`src/rtl/sorted_key_multimap_table_assert.svh`:
```
// ----------------------------------------------------------------------------
// sorted key multimap table assertion macros
// shared concurrent assertion forms, sampled on clk, off during reset
// ----------------------------------------------------------------------------
`ifndef SORTED_KEY_MULTIMAP_TABLE_ASSERT_SVH
`define SORTED_KEY_MULTIMAP_TABLE_ASSERT_SVH

// same-cycle implication
`define SKMT_ASSERT_IMP(lbl, ante, cons) \
  lbl: assert property (@(posedge clk) disable iff (!rst_n) (ante) |-> (cons)) \
    else $error("assertion failed");

// next-cycle implication
`define SKMT_ASSERT_NXT(lbl, ante, cons) \
  lbl: assert property (@(posedge clk) disable iff (!rst_n) (ante) |=> (cons)) \
    else $error("assertion failed");

`endif

```
`src/rtl/skmt_pkg.sv`:
```
// ----------------------------------------------------------------------------
// skmt_pkg
// types and codes shared by the sorted key multimap table and its cells
// ----------------------------------------------------------------------------
`timescale 1ns / 1ps
`default_nettype none

package skmt_pkg;

  localparam int KEY_BITS  = 32;
  localparam int INPAY_BITS = 16;

  localparam logic ACT_INSERT = 1'b0;
  localparam logic ACT_REMOVE = 1'b1;

  localparam logic [1:0] STATUS_INSERTED  = 2'd0;
  localparam logic [1:0] STATUS_REMOVED   = 2'd1;
  localparam logic [1:0] STATUS_NOT_FOUND = 2'd2;
  localparam logic [1:0] STATUS_FULL      = 2'd3;

  typedef enum logic [1:0] {
    CMD_HOLD,
    CMD_INSERT,
    CMD_DELETE
  } cell_cmd_t;

  typedef enum logic [1:0] {
    ST_IDLE,
    ST_INS,
    ST_REM,
    ST_RESP
  } state_t;

  typedef struct packed {
    cell_cmd_t             cmd;
    logic [KEY_BITS-1:0]   key;
  } cell_ctrl_t;

  typedef struct packed {
    logic gt;
    logic ge;
    logic eq;
    logic mark;
  } cell_flags_t;

endpackage

`default_nettype wire

```
`src/rtl/skmt_cell.sv`:
```
// ----------------------------------------------------------------------------
// skmt_cell
// one slot of the sorted chain: holds a key and payload, compares against the
// broadcast key and shifts right on insert or left on delete
// ----------------------------------------------------------------------------
`timescale 1ns / 1ps
`default_nettype none

module skmt_cell #(
  parameter int PAYLOAD_BITS = 16
) (
  input  wire                            clk,
  input  skmt_pkg::cell_ctrl_t           ctrl,
  input  wire [PAYLOAD_BITS-1:0]         new_pay,
  input  wire                            valid,
  input  wire [skmt_pkg::KEY_BITS-1:0]   left_key,
  input  wire [PAYLOAD_BITS-1:0]         left_pay,
  input  skmt_pkg::cell_flags_t          left_flags,
  input  wire [skmt_pkg::KEY_BITS-1:0]   right_key,
  input  wire [PAYLOAD_BITS-1:0]         right_pay,
  output logic [skmt_pkg::KEY_BITS-1:0]  key_o,
  output logic [PAYLOAD_BITS-1:0]        pay_o,
  output skmt_pkg::cell_flags_t          flags
);
  import skmt_pkg::*;

  logic [KEY_BITS-1:0]     key_r, key_nxt;
  logic [PAYLOAD_BITS-1:0] pay_r, pay_nxt;
  logic                    take_new;

  always_comb begin
    // empty slots rank above every key
    flags.gt   = !valid || (key_r > ctrl.key);
    flags.eq   = valid && (key_r == ctrl.key);
    flags.ge   = flags.gt || flags.eq;
    take_new   = !left_flags.gt && flags.gt;
    flags.mark = (ctrl.cmd == CMD_INSERT) ? take_new : (flags.eq && !left_flags.eq);
  end

  always_comb begin
    key_nxt = key_r;
    pay_nxt = pay_r;
    unique case (ctrl.cmd)
      CMD_INSERT: begin
        if (left_flags.gt) begin
          key_nxt = left_key;
          pay_nxt = left_pay;
        end else if (take_new) begin
          key_nxt = ctrl.key;
          pay_nxt = new_pay;
        end
      end
      CMD_DELETE: begin
        if (flags.ge) begin
          key_nxt = right_key;
          pay_nxt = right_pay;
        end
      end
      default: begin
        key_nxt = key_r;
        pay_nxt = pay_r;
      end
    endcase
  end

  always_ff @(posedge clk) begin
    key_r <= key_nxt;
    pay_r <= pay_nxt;
  end

  assign key_o = key_r;
  assign pay_o = pay_r;

endmodule

`default_nettype wire

```
`config.mk`:
```
export PLATFORM = sky130hd
export DESIGN_NAME = skmt_cell
export DESIGN_NICKNAME = d
export VERILOG_FILES = /design/src/rtl/sorted_key_multimap_table_assert.svh /design/src/rtl/skmt_pkg.sv /design/src/rtl/skmt_cell.sv
export SDC_FILE = /design/constraint.sdc
export NUM_CORES = 1
export LEC_CHECK = 0
export BUFFER_PORTS_ARGS = -buffer_cell sky130_fd_sc_hd__buf_4
export CORE_UTILIZATION = 44
export DETAILED_ROUTE_END_ITERATION = 10
export PLACE_DENSITY = 0.81
export SYNTH_ARGS = -nofsm -noshare
export SYNTH_HDL_FRONTEND = slang
export SYNTH_SLANG_ARGS = --single-unit
```
`constraint.sdc`:
```
create_clock -name clk -period 4.5 [get_ports clk]
set_input_delay 0.675 -clock clk [delete_from_list [all_inputs] [get_ports clk]]
set_output_delay 0.675 -clock clk [all_outputs]
set_load 0.03 [all_outputs]
```
==> results.md, run 1 <==
- CTS sink cnt: 48
- PwrDens: 271.5 nW/um^2
- Worst Hold Depth: 3
- Share of post-route cells with drive strength above 1: 0.4049
- CTS tree: done
- First-pass GRT wire length: 13610 um
- Hold WC Path Type: in -> reg
- Fraction of registers with async set/reset: 0
- Clock Path Buffers: 2
- Grt total ovfl: 0
- Setup Crit Path Kind: in -> out
- Wire per inst: 14.62 um
- Final Hold Violating Endpoints: 0
- Rows: 31
- Multi-input gate area: ~1700 um^2
- Slowest CP cell: nor4_1
- Leading post-synthesis cells by cell area: edfxtp_1, mux2i_1, ha_1
- Root buffer cell: clkbuf_8
- Die Y: about 90 um
- Iter 0 DRT Violations: approximately 160
- Nets: between 700 and 800
- Clk_lat worst skew: ~0.30 ns
- Hold_ws: approximately 0.64 ns
- Required @ worst endpoint: approximately 3.8 ns
- Post-synth top flop: edfxtp_1
- EDFF count, synth: 48
- CTS Buf Count: 5
- WP buf/inv: 3
- # IOs: ~200
- Dominant cell type by area after synthesis: edfxtp_1
- Critical path's top delay family: compound AO/OA/AOI/OAI gates
- Top cell type's share of synthesized area: 0.4354
- Final worst path period share: 0.7555
- Initial antenna violation count: 0
- Worst Setup Start Kind: input pin
- Ant. Diodes: 0
- Core area: 7253 um^2
- Lkg Pwr: between 0.002 and 0.0025 uW
- CP Capture Type: output port
- Rel. slew slack: 0.5832
- DRC: 0
- Final setup vio count: 0
- Die area: around 8000 um^2
- Vias: roughly 3100
- Crit-path cells: buf_4, inv_1, ha_1, nand4_1, nor4_1, a21boi_0, o31a_1, o21bai_1, o31ai_1, buf_4
- Syn Area/Cell: 9.824 um^2
- Largest net degree at the start of global routing: 67
- HPWL Detailed: 7304 um
- CP arrival: between 2 and 3 ns
- Starting Density: 0.4564
- Post-layout minimum cycle time: between 3 and 4 ns
- Die X: 88.74 um
- Vias in the first global route: 3032
- Final ANT Viol Nets: 0
- Peak supply drop: roughly 0.15 mV
- Synth Instances: approximately 340
- Register area share after synthesis: 0.4354
- Port Buf Inserts: roughly 200
- Stages on worst setup path: 10
- Clock-pin slew on the worst setup and hold paths: approximately 0.090 ns
- Layout area overhead: 51.44%
- Synthesized Nets: between 500 and 600
- Max Cap Viol: 0
- Post-CTS Resized: 0
- Placer Congestion: between 0.7 and 0.8
- Hold_buf cts: 0
- Fin. max-slew vios: 0
- Seq cells post-synth: 48
- Cell Area, Synth: 3311 um^2
- Initial DRT Pass Iterations: 5
- Gr usage total: 0.2300
- Max Fclk: roughly 290 MHz
- Max incr delay on CP: between 0.4 and 0.5 ns
- H-tree levels: 2
- Outcome: finished clean
- FF-to-FF path depth: 8
- Via/cell ratio: 4.957
- Postcts setup bufs: 0
- Sequential standard cell area: ~1400 um^2
- Detailed Route WL: between 9000 and 10000 um
- RSZ-0062 raised after global routing: no
- Critical Path Fanout Max: 3
- Setup Skew: 0.007479 ns
- Yosys warnings: 0
- Number of fill cells: between 500 and 600
- Worst-margin pin slew: around 0.62 ns
- Most frequent CP cell: buf_4
- Final setup TNS: 0 ns
- Count of cell types in the netlist: 31
-- layout by cell type (no fill, tap or decap), types with 3 or more instances in the layout --
cell type / synthesis / final
buf_4: 0 / 204
nand2_1: 55 / 55
o21ai_0: 50 / 50
mux2i_1: 48 / 48
edfxtp_1: 48 / 48
inv_1: 33 / 33
ha_1: 32 / 32
a21oi_1: 11 / 11
nand3_1: 7 / 6
nand4_1: 5 / 5
clkbuf_8: 0 / 5
a21o_1: 3 / 3
nor2_1: 3 / 3
nor4_1: 3 / 3
-- synthesized netlist by cell type, types with 3 or more instances --
cell type and n:
clkbuf_1 14, edfxtp_1 48, nor4_1 3, ha_1 32, a21oi_1 11, buf_2 3
inv_1 33, nand4_1 5, o21ai_0 50, nand2_1 55, nor2_1 3, a21o_1 3
mux2i_1 48, nand3_1 7
-- routing by layer --
| layer | global-route usage | part of all wire |
|---|---|---|
| met1 | 0.2544 | 0.38 |
| met2 | 0.4245 | 0.53 |
| met3 | 0.06530 | 0.077 |
| met4 | 0.07185 | 0.013 |
| met5 | 0 | 0 |
-- metrics by stage --
step	area [um^2]	setup WS [ns]	util	instances	total power, uW
CTS	5014	1.099	0.6912	630	1373
finish	5014	1.100	0.6912	630	1361
global route	5014	0.8357	0.6912	630	1439
floorplan	3311	0.4768	-	337	843.2
global placement	4907	0.9570	0.6766	622	1054
detailed placement	4907	0.9460	0.6766	622	1066
-- report_power, final --
group | internal (uW) | switching [uW]
Combinational | 217 | 259
Sequential | 557 | 20.7
Clock | 162 | 145
Total | 936 | 425
-- cell families after synthesis --
kind of cell | count (synthesis) | share of synthesized area
compound gates | 74 | 0.1236
buf+inv | 51 | 0.05895
mux | 48 | 0.1451
fa+ha+maj | 32 | 0.1209
flops | 48 | 0.4354
simple gates | 84 | 0.1160
-- worst reg2reg max path, stage by stage, from the launching register on --
cell      delay (ns)
edfxtp_1        0.41
ha_1            0.34
nand4_1         0.16
nor4_1          0.45
a21boi_0        0.28
o31a_1          0.20
o22ai_1         0.09
nand3_2         0.43
buf_4           0.47
-- sequential cells by signal (all words and copies together), names as in the netlist --
register / count
key_o: 32
pay_o: 16
-- cell type report --
| cell class | count | share of cell area |
|---|---|---|
| Tap cell | 99 | 0.02471 |
| Multi-Input combinational cell | 238 | 0.3364 |
| Inverter | 33 | 0.02471 |
| Clock inverter | 3 | 0.007487 |
| Timing Repair Buffer | 204 | 0.3055 |
| Clock buffer | 5 | 0.01373 |
| Sequential cell | 48 | 0.2875 |
-- final timing paths --
| kind | to | slack (ns) | from |
|---|---|---|---|
| worst max-delay path | flags[0] | 1.10 | ctrl[14] |
| worst min-delay path | key_o[26] | 0.64 | right_key[26] |
| worst max register to register | pay_o[4] | 1.30 | key_o[14] |
| worst min register to register | key_o[23] | 1.54 | key_o[31] |
(Power assumes the default switching activity.)
==> run 2, diff against run 1 <==
--- a/config.mk
+++ b/config.mk
@@ -5,10 +5,11 @@
 export SDC_FILE = /design/constraint.sdc
 export NUM_CORES = 1
 export LEC_CHECK = 0
+export ABC_AREA = 1
 export BUFFER_PORTS_ARGS = -buffer_cell sky130_fd_sc_hd__buf_4
-export CORE_UTILIZATION = 44
+export CORE_UTILIZATION = 40
 export DETAILED_ROUTE_END_ITERATION = 10
-export PLACE_DENSITY = 0.81
+export PLACE_DENSITY = 0.76
 export SYNTH_ARGS = -nofsm -noshare
 export SYNTH_HDL_FRONTEND = slang
 export SYNTH_SLANG_ARGS = --single-unit
==> constraint.sdc (replaced) <==
create_clock -name clk -period 2.94 [get_ports clk]
set_input_delay 0.441 -clock clk [delete_from_list [all_inputs] [get_ports clk]]
set_output_delay 0.441 -clock clk [all_outputs]
set_load 0.03 [all_outputs]
==> results.md, run 2 <==
- Setup Crit Path Kind: reg -> out
- Clock Path Buffers: 2
- Seq cells post-synth: 48
- Fin. max-slew vios: 0
- Vias: between 3000 and 4000
- Die area: between 9000 and 10000 um^2
- Final Hold Violating Endpoints: 0
- PwrDens: 379.8 nW/um^2
- Setup WS pre-CTS: 0.2667 ns
- Outcome: finished clean
- First-pass GRT wire length: 14370 um
- Register area share after synthesis: 0.4141
- Rows: 33
- Initial DRT Pass Iterations: 6
- EDFF count, synth: 48
- CTS tree: done
- Final ANT Viol Nets: 0
- Starting Density: 0.4194
- Iter 0 DRT Violations: 90
- M2 GR Usage: 0.3875
- Dominant cell type by area after synthesis: edfxtp_1
- Lkg Pwr: approximately 0.0025 uW
- Wire per inst: roughly 13 um
- CP Capture Type: output port
- Global routing's busiest layer: met2
- # IOs: between 200 and 250
- Most common cell in the netlist: nand2_1
- Final Worst Setup Slack: between 0.4 and 0.5 ns
- Met3 Use GR: 0.05981
- Syn Area/Cell: around 8.4 um^2
- Critical Path Fanout Max: 3
- H-tree levels: 2
- Share of post-route cells with drive strength above 1: 0.3783
- Die X: around 95 um
- Hold_buf cts: 0
- DRC: 0
- Hold WC Path Type: in -> reg
- CP arrival: about 2.1 ns
- Ant. Diodes: 0
- Clk_lat worst skew: 0.30 ns
- Peak supply drop: roughly 0.18 mV
- Detailed Route WL: slightly above 9000 um
- Placer Congestion: ~0.73
- Die Y: roughly 95 um
- Max Cap Viol: 0
- Gr usage total: 0.2041
- Final setup TNS: 0 ns
- Grt total ovfl: 0
- Layout area overhead: 49.17%
- CTS Buf Count: 5
- Synthesized Nets: approximately 600
- Final worst path period share: 0.8607
- Post-layout minimum cycle time: 2.530 ns
- Max FFs per register: 32
- Commonest cells after routing, fill and taps aside: buf_4, nand2_1, inv_1, edfxtp_1, o21ai_0
- Nets: around 800
- Synth Instances: just over 400
- Setup Skew: about 0.011 ns
- Cell Area, Synth: around 3500 um^2
- Worst Setup Start Kind: flop
- Rel. slew slack: 0.6894
- Global routing met1 resource utilization: 0.2206
- Initial antenna violation count: 0
- Worst-margin pin slew: 0.4658 ns
- Clock-pin slew on the worst setup and hold paths: ~0.09 ns
- Root buffer cell: clkbuf_8
- Post-CTS Resized: 0
- Count of cell types in the netlist: 25
- Max Fclk: approximately 400 MHz
- Required @ worst endpoint: 2.50 ns
- Top cell type's share of synthesized area: 0.4141
- Fraction of registers with async set/reset: 0
- Largest net degree at the start of global routing: just over 50
- Most common cell after layout, fill and taps aside: buf_4
- Leading post-synthesis cells by cell area: edfxtp_1, nand2_1, ha_1
- Core area: a little over 8000 um^2
- Post-synth top flop: edfxtp_1
- Yosys warnings: 0
- Final setup vio count: 0
- Port Buf Inserts: 201
- CTS sink cnt: 48
- Synth cell count leaders: nand2_1, inv_1, edfxtp_1, o21ai_0
- Vias in the first global route: 3297
- RSZ-0062 raised after global routing: no
- Via/cell ratio: between 4 and 5
- Postcts setup bufs: 0
- HPWL Detailed: between 7000 and 8000 um
run 2: cell count changes in the layout (fill, tap and decap cells not counted), sizes merged, moves of 4 or more:
cell    delta
inv       +28
mux2i     -48
nand2     +59
nand3      -4
nor2      +12
o211ai    +31
o21a      +32
o21ai     -14
run 2: worst paths after layout:
path	start	to	slack, ns	depth (start not counted)
worst max-delay path	key_o[23]	flags[0]	0.41	12
worst min-delay path	right_key[15]	key_o[15]	0.42	2
worst max register to register	key_o[19]	key_o[27]	0.44	14
worst min register to register	key_o[22]	key_o[31]	1.49	10
run 2: cell families (layout without fill, tap and decap cells):
kind of cell / Yosys count / in the layout / share of synthesized area
AO/OA/AOI/OAI: 113 / 113 / 0.2096
buffers and inverters: 82 / 277 / 0.09166
flip-flops: 48 / 48 / 0.4141
AND/OR/NAND/NOR: 138 / 138 / 0.1697
adder cells (fa/ha/maj): 32 / 32 / 0.1150
run 2: where the power goes:
part | internal (uW) | switching (uW)
combinational | 334 | 385
clock | 166 | 223
sequential | 837 | 28.3
total | 1340 | 635
run 2: layout make-up:
| cell class | instances | area (um^2) |
|---|---|---|
| repair buffers | 207 | 1579 |
| clock inverters | 2 | 11.26 |
| fillers | 750 | 3107 |
| well taps | 105 | 131.4 |
| clock buffers | 6 | 72.57 |
| multi-input cells | 283 | 1720 |
| flip-flops and latches | 48 | 1441 |
| inverters | 62 | 236.5 |
run 2: through the flow:
| stage | instance area [um^2] | power [uW] | cells | hold WS [ns] | utilization |
|---|---|---|---|---|---|
| detailed placement | 5109 | 1608 | 705 | 0.7293 | 0.6156 |
| CTS | 5192 | 1999 | 713 | 0.4096 | 0.6257 |
| finish | 5192 | 1972 | 713 | 0.4209 | 0.6257 |
| global route | 5192 | 2100 | 713 | 0.4087 | 0.6257 |
| global placement | 5109 | 1587 | 705 | 0.7196 | 0.6156 |
| floorplan | 3485 | 1280 | 413 | 0.6322 | - |
run 2: critical path, cell delays in order (launching register included):
cell	delay, ns
edfxtp_1	0.41
ha_1	0.32
nand2_1	0.11
nor2_4	0.16
nand4_1	0.12
nor2_1	0.12
nand2_1	0.10
nand2_1	0.08
nand2_1	0.07
inv_2	0.06
nand2_1	0.04
nand2_1	0.05
buf_4	0.16
run 2: per-layer routing:
layer  part of all wire  vias up
met1               0.38     1538
met2               0.53      121
met3              0.083        4
met5                  0        -
met4             0.0057        0
li1                   -     1790
